**config.mk**
```make
export PLATFORM = sky130hd
export DESIGN_NAME = conference_mix_minus
export DESIGN_NICKNAME = d
export VERILOG_FILES = /design/src/rtl/cmm_pkg.sv /design/src/rtl/cmm_cell.sv /design/src/rtl/conference_mix_minus.sv
export SDC_FILE = /design/constraint.sdc
export NUM_CORES = 2
export LEC_CHECK = 0
export BUFFER_PORTS_ARGS = -buffer_cell sky130_fd_sc_hd__buf_2
export CORE_ASPECT_RATIO = 1.1
export CORE_UTILIZATION = 30
export CTS_CLUSTER_DIAMETER = 200
export DETAILED_ROUTE_END_ITERATION = 8
export GPL_ROUTABILITY_DRIVEN = 0
export HOLD_SLACK_MARGIN = 0.08
export SYNTH_ARGS = -nofsm -noshare
export SYNTH_HDL_FRONTEND = slang
export SYNTH_SLANG_ARGS = --single-unit
```
**constraint.sdc**
```tcl
create_clock -name clk_i -period 5.75 [get_ports clk_i]
set_clock_uncertainty 0.15 [all_clocks]
set_input_delay 0.8625 -clock clk_i [delete_from_list [all_inputs] [get_ports clk_i]]
set_output_delay 0.8625 -clock clk_i [all_outputs]
set_load 0.05 [all_outputs]
```
**src/rtl/cmm_pkg.sv**
```systemverilog
// shared types, constants and saturating add for the conference mix-minus block
`timescale 1ns / 1ps
`default_nettype none

package cmm_pkg;

  localparam int MaxSpeakers = 16;
  localparam int IdW         = 4;
  localparam int SampleW     = 16;
  localparam int CntW        = $clog2(MaxSpeakers + 1);
  localparam int InDataW     = ((IdW + SampleW + 7) / 8) * 8;
  localparam int OutDataW    = ((IdW + SampleW + 7) / 8) * 8;

  localparam logic signed [SampleW:0]   SatHi     = 17'sd32767;
  localparam logic signed [SampleW:0]   SatLo     = -17'sd32767;
  localparam logic signed [SampleW-1:0] SatHiVal  = 16'sd32766;
  localparam logic signed [SampleW-1:0] SatLoVal  = -16'sd32766;

  typedef enum logic {
    ST_LOAD,
    ST_DRAIN
  } cmm_state_e;

  // one arrival slot held by a cell
  typedef struct packed {
    logic                      occ;
    logic                      usable;
    logic [IdW-1:0]            id;
    logic signed [SampleW-1:0] sum;
  } cmm_slot_t;

  // control broadcast from the top to every cell
  typedef struct packed {
    logic                      load;
    logic                      drain;
    logic                      clear;
    logic                      arr_usable;
    logic [IdW-1:0]            arr_id;
    logic signed [SampleW-1:0] arr_sample;
  } cmm_ctrl_t;

  function automatic logic signed [SampleW-1:0] sat_add(
    input logic signed [SampleW-1:0] acc,
    input logic signed [SampleW-1:0] smp
  );
    logic signed [SampleW:0] v;
    v = {acc[SampleW-1], acc} + {smp[SampleW-1], smp};
    if (v > SatHi) begin
      return SatHiVal;
    end else if (v < SatLo) begin
      return SatLoVal;
    end
    return v[SampleW-1:0];
  endfunction

endpackage

`default_nettype wire

```
**src/rtl/cmm_cell.sv**
```systemverilog
// one arrival slot of the mix-minus chain: id, usable mark and its running mix
`timescale 1ns / 1ps
`default_nettype none

module cmm_cell
  import cmm_pkg::*;
(
  input  wire                      clk_i,
  input  wire                      rst_ni,
  input  wire cmm_ctrl_t           ctrl_i,
  input  wire cmm_slot_t           newer_i,  // updated slot of the newer neighbor
  input  wire cmm_slot_t           older_i,  // stored slot of the older neighbor
  input  wire logic signed [SampleW-1:0] sel_i,
  output logic signed [SampleW-1:0]      sel_o,
  output cmm_slot_t                slot_o,
  output cmm_slot_t                upd_o
);

  cmm_slot_t slot_q, slot_d;
  logic      same_id;
  logic      hit;
  logic      add;

  always_comb begin
    same_id = (slot_q.id == ctrl_i.arr_id);
    hit     = slot_q.occ & slot_q.usable & same_id;
    add     = ctrl_i.arr_usable & slot_q.occ & slot_q.usable & ~same_id;
    // newest matching slot wins the seed for a repeated identity
    sel_o   = hit ? slot_q.sum : sel_i;
    upd_o   = slot_q;
    if (add) begin
      upd_o.sum = sat_add(slot_q.sum, ctrl_i.arr_sample);
    end
  end

  always_comb begin
    priority if (ctrl_i.clear) begin
      slot_d = '0;
    end else if (ctrl_i.load) begin
      slot_d = newer_i;
    end else if (ctrl_i.drain) begin
      slot_d = older_i;
    end else begin
      slot_d = slot_q;
    end
  end

  always_ff @(posedge clk_i or negedge rst_ni) begin
    if (!rst_ni) begin
      slot_q <= '0;
    end else begin
      slot_q <= slot_d;
    end
  end

  assign slot_o = slot_q;

endmodule

`default_nettype wire

```
**src/rtl/conference_mix_minus.sv**
```systemverilog
// top level of the conference mix-minus block: chain of slot cells and drain control
//
// usage
// - slave channel: one request per speaker of a sample instant, in arrival order;
//   tlast marks the last speaker and closes the instant
// - master channel: the listener mix first (if listeners are present and more
//   than one speaker arrived), then one mix per usable speaker, newest first;
//   tlast marks the final result of the instant
// - a single speaker passes its raw sample to the listeners as the only result
// - speakers beyond the chain length are dropped; a closing one still closes
// loading and draining
// - loading: all cells update their sums in parallel and the chain shifts the
//   new slot in at the head
// - after the closing request the chain drains: the listener mix, then each slot
//   from the head down to the oldest usable one, then a clear; a single speaker's
//   result comes together with the clear; the first result is registered from the drain state
// - no request is taken while the chain drains
// reset and stall
// - reset empties the chain and the output register
// - a stalled receiver holds the output register and stops the drain at its next result; unusable slots still shift out
`timescale 1ns / 1ps
`default_nettype none

module conference_mix_minus
  import cmm_pkg::*;
(
  input  wire                 clk_i,
  input  wire                 rst_ni,
  input  wire                 s_axis_tvalid,
  output logic                s_axis_tready,
  input  wire [InDataW-1:0]   s_axis_tdata,   // speaker_id, sample, zero pad
  input  wire                 s_axis_tlast,   // last_speaker
  input  wire [1:0]           s_axis_tuser,   // usable, listeners_present
  output logic                m_axis_tvalid,
  input  wire                 m_axis_tready,
  output logic [OutDataW-1:0] m_axis_tdata,   // target_id, mixed, zero pad
  output logic                m_axis_tlast,   // last
  output logic [0:0]          m_axis_tuser    // to_listeners
);

  // input fields
  logic [IdW-1:0]            in_id;
  logic signed [SampleW-1:0] in_sample;
  logic                      in_usable;
  logic                      in_lis;

  assign in_id     = s_axis_tdata[IdW-1:0];
  assign in_sample = s_axis_tdata[IdW+SampleW-1:IdW];
  assign in_usable = s_axis_tuser[0];
  assign in_lis    = s_axis_tuser[1];

  // control state
  cmm_state_e                state_q, state_d;
  logic [CntW-1:0]           cnt_q, cnt_d, cnt_new;
  logic signed [SampleW-1:0] total_q, total_d;   // mix of all usable speakers
  logic signed [SampleW-1:0] first_q, first_d;   // raw sample of the first arrival
  logic                      lis_q, lis_d;       // listener mix still owed
  logic                      single_q, single_d; // instant had one speaker

  // output register
  logic                      ovalid_q, ovalid_d;
  logic [IdW-1:0]            otarget_q, otarget_d;
  logic                      olis_q, olis_d;
  logic signed [SampleW-1:0] omix_q, omix_d;
  logic                      olast_q, olast_d;

  // chain wiring
  cmm_ctrl_t                 ctrl;
  cmm_slot_t                 slot [MaxSpeakers];
  cmm_slot_t                 upd  [MaxSpeakers];
  logic signed [SampleW-1:0] sel  [MaxSpeakers+1];
  cmm_slot_t                 head_new;
  logic [MaxSpeakers-1:0]    occ_vec;
  logic [MaxSpeakers-1:0]    use_vec;
  logic                      any_use;
  logic                      rest_use;

  logic accept;
  logic store;
  logic out_free;

  // the oldest end of the seed chain starts from the mix of all usable speakers
  assign sel[MaxSpeakers] = total_q;

  for (genvar i = 0; i < MaxSpeakers; i++) begin : g_cell
    cmm_slot_t newer;
    cmm_slot_t older;
    if (i == 0) begin : g_head
      assign newer = head_new;
    end else begin : g_body
      assign newer = upd[i-1];
    end
    if (i == MaxSpeakers - 1) begin : g_tail
      assign older = '0;
    end else begin : g_mid
      assign older = slot[i+1];
    end

    cmm_cell u_cell (
      .clk_i   (clk_i),
      .rst_ni  (rst_ni),
      .ctrl_i  (ctrl),
      .newer_i (newer),
      .older_i (older),
      .sel_i   (sel[i+1]),
      .sel_o   (sel[i]),
      .slot_o  (slot[i]),
      .upd_o   (upd[i])
    );

    assign occ_vec[i] = slot[i].occ;
    assign use_vec[i] = slot[i].occ & slot[i].usable;
  end

  assign any_use  = |use_vec;
  assign rest_use = |use_vec[MaxSpeakers-1:1];

  // new slot entering at the head: seeded from the newest usable same-id slot or the full mix; zero if unusable
  always_comb begin
    head_new.occ    = 1'b1;
    head_new.usable = in_usable;
    head_new.id     = in_id;
    head_new.sum    = in_usable ? sel[0] : '0;
  end

  assign s_axis_tready = (state_q == ST_LOAD);
  assign accept        = s_axis_tvalid & s_axis_tready;
  assign store         = accept & (cnt_q < CntW'(MaxSpeakers));
  assign cnt_new       = store ? CntW'(cnt_q + 1'b1) : cnt_q;
  assign out_free      = ~ovalid_q | m_axis_tready;

  always_comb begin
    state_d   = state_q;
    cnt_d     = cnt_q;
    total_d   = total_q;
    first_d   = first_q;
    lis_d     = lis_q;
    single_d  = single_q;
    ovalid_d  = ovalid_q & ~m_axis_tready;
    otarget_d = otarget_q;
    olis_d    = olis_q;
    omix_d    = omix_q;
    olast_d   = olast_q;

    ctrl.load       = 1'b0;
    ctrl.drain      = 1'b0;
    ctrl.clear      = 1'b0;
    ctrl.arr_usable = 1'b0;
    ctrl.arr_id     = in_id;
    ctrl.arr_sample = in_sample;

    unique case (state_q)
      ST_LOAD: begin
        if (store) begin
          ctrl.load       = 1'b1;
          ctrl.arr_usable = in_usable;
          cnt_d           = cnt_new;
          if (in_usable) begin
            total_d = sat_add(total_q, in_sample);
          end
          if (cnt_q == '0) begin
            first_d = in_sample;
          end
        end
        if (accept && s_axis_tlast) begin
          state_d  = ST_DRAIN;
          single_d = (cnt_new == CntW'(1));
          lis_d    = in_lis & (cnt_new > CntW'(1));
        end
      end
      ST_DRAIN: begin
        priority if (single_q) begin
          if (out_free) begin
            ovalid_d   = 1'b1;
            otarget_d  = '0;
            olis_d     = 1'b1;
            omix_d     = first_q;
            olast_d    = 1'b1;
            ctrl.clear = 1'b1;
            state_d    = ST_LOAD;
          end
        end else if (lis_q) begin
          if (out_free) begin
            ovalid_d  = 1'b1;
            otarget_d = '0;
            olis_d    = 1'b1;
            omix_d    = total_q;
            olast_d   = ~any_use;
            lis_d     = 1'b0;
          end
        end else if (any_use) begin
          // slots leave from the head, newest first; unusable ones just shift out
          if (use_vec[0]) begin
            if (out_free) begin
              ovalid_d   = 1'b1;
              otarget_d  = slot[0].id;
              olis_d     = 1'b0;
              omix_d     = slot[0].sum;
              olast_d    = ~rest_use;
              ctrl.drain = 1'b1;
            end
          end else begin
            ctrl.drain = 1'b1;
          end
        end else begin
          ctrl.clear = 1'b1;
          state_d    = ST_LOAD;
        end
        if (ctrl.clear) begin
          cnt_d    = '0;
          total_d  = '0;
          first_d  = '0;
          lis_d    = 1'b0;
          single_d = 1'b0;
        end
      end
      default: begin
        state_d = ST_LOAD;
      end
    endcase
  end

  always_ff @(posedge clk_i or negedge rst_ni) begin
    if (!rst_ni) begin
      state_q  <= ST_LOAD;
      cnt_q    <= '0;
      total_q  <= '0;
      first_q  <= '0;
      lis_q    <= 1'b0;
      single_q <= 1'b0;
      ovalid_q <= 1'b0;
    end else begin
      state_q  <= state_d;
      cnt_q    <= cnt_d;
      total_q  <= total_d;
      first_q  <= first_d;
      lis_q    <= lis_d;
      single_q <= single_d;
      ovalid_q <= ovalid_d;
    end
  end

  // result payload, no reset needed
  always_ff @(posedge clk_i) begin
    otarget_q <= otarget_d;
    olis_q    <= olis_d;
    omix_q    <= omix_d;
    olast_q   <= olast_d;
  end

  assign m_axis_tvalid = ovalid_q;
  assign m_axis_tdata  = {{(OutDataW - IdW - SampleW){1'b0}}, omix_q, otarget_q};
  assign m_axis_tlast  = olast_q;
  assign m_axis_tuser  = olis_q;

  // arrival count never exceeds the chain length
  a_cnt_bound: assert property (@(posedge clk_i) disable iff (!rst_ni)
    cnt_q <= CntW'(MaxSpeakers))
    else $error("arrival count beyond chain length");

  // while loading, the occupied cells match the arrival count
  a_occ_count: assert property (@(posedge clk_i) disable iff (!rst_ni)
    state_q == ST_LOAD |-> $countones(occ_vec) == int'(cnt_q))
    else $error("cell occupancy out of step with arrival count");

  // a clear empties the chain and the counters
  a_clear: assert property (@(posedge clk_i) disable iff (!rst_ni)
    ctrl.clear |=> occ_vec == '0 && cnt_q == '0 && state_q == ST_LOAD)
    else $error("chain not empty after clear");

  // the listener mix always carries target zero
  a_lis_target: assert property (@(posedge clk_i) disable iff (!rst_ni)
    ovalid_q && olis_q |-> otarget_q == '0)
    else $error("listener mix with nonzero target");

endmodule

`default_nettype wire
```
==> impl_results.md <==
* Status: finished, final reports clean
* Hold Path Class: register to register
* Post-synth top flop: dfrtp_1
* Num CTS Buffers at 53
* Vias in the first global route at between 30,000 and 40,000
* Syn-to-layout area delta at 10.8%
* Post-Syn Area at 38,700 um2
* Crit. End Element: register
* Pwr/cell area at 637 nW/um2
* Clock Sink Count at approximately 420
* Pre-CTS WS at 0.571 ns
* Asr flop ratio synth at 94.7%
* WHS at ~0.36 ns
* Net Sw Power at 14.3 mW
* Vias at 39,800
* Final number of hold-violating endpoints at 0
* Total track usage at 22.7%
* Post-synthesis register bit count at 415
* Distinct cell type count after synthesis at 106
* Max Freq at between 200 and 250 MHz
* Port bufs at 50
* WP data arrival at approximately 5.0 ns
* Max Cap Viol at 0
* Layout filler cell count at 13,300
* CTS tree: yes
* CP max-delay cell: a222oi_1
* Final min period at 4.65 ns
* Startpoint Class: register
* Share of post-route cells with drive strength above 1 at 6.76%
* Final nets at ~5,100
* Drt via density at 6.08
* Switching Share at between 50 and 60%
* Period utilization at 80.8%
* DPL Wire Length at 110,000 um
* Crit path cell chain: a222oi_1 > nand4_1 > or3_1 > o2111a_4 > nor2_4 > buf_4 > a21oi_1 > o31a_1 > o21ai_0
* Sequential share of power at 25.5%
* Initial antenna violation count at 9
* Worst-Skew Late Latency at 0.65 ns
* Worst-path fanout max at 59
* Post-detailed-route DRC marker count at 0
* Setup_tns at 0 ns
* Internal Dissipation at 13.0 mW
* Pre-antenna DRT Iters at 7
* Final setup margin at 1.10 ns
* Peak supply drop at 0.000623 V
* Register area share after synthesis at 27.1%
* Num ports at 59
* Antenna viol nets, final at 0
* Core area at between 100,000 and 150,000 um2
* Leakage power at around 18 nW
* Detailed Route Iter0 Violations at between 4,000 and 5,000
* First-pass GRT wire length at 230,000 um
* Synth area leader: dfrtp_1
* Number of post-CTS setup repair buffers at 0
* Combinational share of power at 60.9%
* Synth area leaders: dfrtp_1 (25%), ha_1 (8.3%), o21ai_0 (5.6%), nand2_1 (5.5%), nor2_1 (5.1%)
* Req. time, crit path at 6.14 ns
* Die X-Extent at 345 um
* Largest net degree at the start of global routing at about 190
* Number of synthesized flops with an enable pin at 22
* Max transition margin at between 20% and 30%
* Total gr overflow at 0
* Die height at between 300 and 400 um
* Syn Inst Count at just under 5,000
* Max incr delay on CP at 0.98 ns
* Fin. max-slew vios at 0
* RSZ-0062 raised after global routing: false
* Final Non-Filler Cells at 6,553
* Htree depth at 2
* Wire per inst at 23.4 um
* Warnings, synthesis at 0
* Yosys top cell area share at 25.4%
* Worst-path clk slew at 0.06 ns
* Final setup viols at 0
* Placed cell count at 6,452
* Die ar. at about 130,000 um2
* Critical path class: register to register
* Final wirelength at 153,000 um
* CTS max path bufs at 3
* Root Driver: clkbuf_16
* Clock share of power at a little over an eighth
* Syn avg cell area at 7.94 um2
* Starting Density at 30.4%
* Row cnt at around 140
* Worst slew pin tran at 1.19 ns
## cell usage after synthesis (19+ instances only)
cell type and n:
nand2_1 564, a22o_1 31, and3_1 23, nor3_1 129
and2_1 24, clkbuf_1 174, a21boi_0 19, buf_2 46
o21bai_1 23, edfxtp_1 22, xnor2_1 130, nor2_1 522
or3_1 47, nor2b_1 53, a22oi_1 28, o22ai_1 44
nand4_1 37, o31a_1 19, o2bb2ai_1 27, a311oi_1 21
nand3_1 107, o2111ai_1 20, o31ai_1 39, ha_1 258
a21oi_1 304, a221oi_1 52, mux2i_1 150, o211ai_1 68
o21a_1 71, o21ai_0 433, nand2b_1 54, or2_2 22
o221ai_1 50, a221o_1 20, maj3_1 39, nor4_1 49
a211oi_1 83, nor3b_1 19, xor2_1 93, dfrtp_1 393
a31oi_1 87, inv_1 115, a21o_1 62
## cells by family (layout without fill, tap and decap cells)
kind of cell / after synthesis / in the layout / synth area share (%)
mux: 153 / 153 / 3.96
compound gates: 1686 / 1686 / 29.3
other cells: 1 / 6 / 0.00968
flops: 415 / 415 / 27.1
xor+xnor: 223 / 223 / 5.04
simple gates: 1724 / 1724 / 20.7
fa+ha+maj: 313 / 313 / 10.2
buf+inv: 363 / 365 / 3.80
## cell usage in the layout (no fill, tap or decap), drive strengths merged, types with 84 or more instances in the layout
| master | n |
|---|---|
| dfrtp | 393 |
| nor2 | 524 |
| xor2 | 93 |
| o21ai | 449 |
| mux2i | 150 |
| nand2 | 565 |
| a31oi | 88 |
| nand3 | 107 |
| buf | 151 |
| xnor2 | 130 |
| a211oi | 84 |
| ha | 258 |
| inv | 116 |
| a21oi | 305 |
| nor3 | 131 |
## per-stage QoR
stage                     utilization (%)  instance area [um2]  total power [mW]
after floorplan                         -                38700              18.0
after global placement               32.2                41000              22.9
after detailed placement             32.2                41000              23.0
after CTS                            33.7                42900              26.9
after global routing                 33.7                42900              29.1
final                                33.7                42900              27.3
## power groups by stage
stage | Combinational (mW) | Sequential [mW] | Clock [mW]
after floorplan | 12.3 | 5.67 | 0
after global placement | 16.0 | 6.88 | 0
after detailed placement | 16.2 | 6.86 | 0
after CTS | 16.3 | 6.82 | 3.77
after global routing | 18.2 | 7.02 | 3.85
final | 16.6 | 6.96 | 3.73
## metal layers
metal	share of wire, %	GRT usage (%)	wire length, um
met1	42	30.4	64500
met4	5.2	10.6	7950
met5	0.023	0	35
met2	43	34.5	65500
met3	9.9	5.18	15200
## final cells by class
type / instances / area [um2] / area share (%)
antenna: 2 / 5.00 / 0.0117
clock buffer: 66 / 1490 / 3.47
clock inverter: 32 / 413 / 0.962
inverter: 115 / 432 / 1.01
multi-input combinational: 4103 / 26900 / 62.7
sequential: 415 / 10500 / 24.5
tap: 1668 / 2090 / 4.86
timing repair buffer: 152 / 1100 / 2.57
## worst paths after layout
| check | startpoint | endpoint | slack, ns | cells past startpoint |
|---|---|---|---|---|
| setup / recovery | g_cell[13].u_cell.slot_o[21]$_DFFE_PN0P_ | g_cell[14].u_cell.slot_o[0]$_DFFE_PN0P_ | 1.10 | 9 |
| hold / removal | first_q[1]$_DFFE_PN0P_ | first_q[1]$_DFFE_PN0P_ | 0.36 | 2 |
| setup reg to reg | g_cell[13].u_cell.slot_o[21]$_DFFE_PN0P_ | g_cell[14].u_cell.slot_o[0]$_DFFE_PN0P_ | 1.10 | 9 |
| hold reg to reg | first_q[1]$_DFFE_PN0P_ | first_q[1]$_DFFE_PN0P_ | 0.36 | 2 |
| max in group asynchronous | rst_ni | first_q[11]$_DFFE_PN0P_ | 3.61 | 3 |
| min in group asynchronous | rst_ni | g_cell[8].u_cell.slot_o[16]$_DFFE_PN0P_ | 0.61 | 2 |
## worst max-delay path, delay by kind of cell (launching register included)
kind                   cells  cell delay (ns)
AOI/OAI and AO/OA          5             1.91
DFF                        1             0.45
buffers and inverters      1             0.50
and+or+nand+nor            3             1.51
## flip-flops by register name, indices dropped and copies added, names as in the netlist
signal                count
cnt_q                     5
otarget_q                 4
single_q                  1
m_axis_tvalid             1
state_q                   1
total_q                  16
omix_q                   16
g_cell.u_cell.slot_o    352
m_axis_tuser              1
first_q                  16
lis_q                     1
m_axis_tlast              1
## what timing repair did
| action | CTS | global route |
|---|---|---|
| resized for setup | 0 | 0 |
| endpoints found under the setup margin | 0 | 0 |
| hold buffers | 1 | 0 |
| endpoints found under the hold margin | 36 | 0 |
Power figures use the tool's default switching activity.
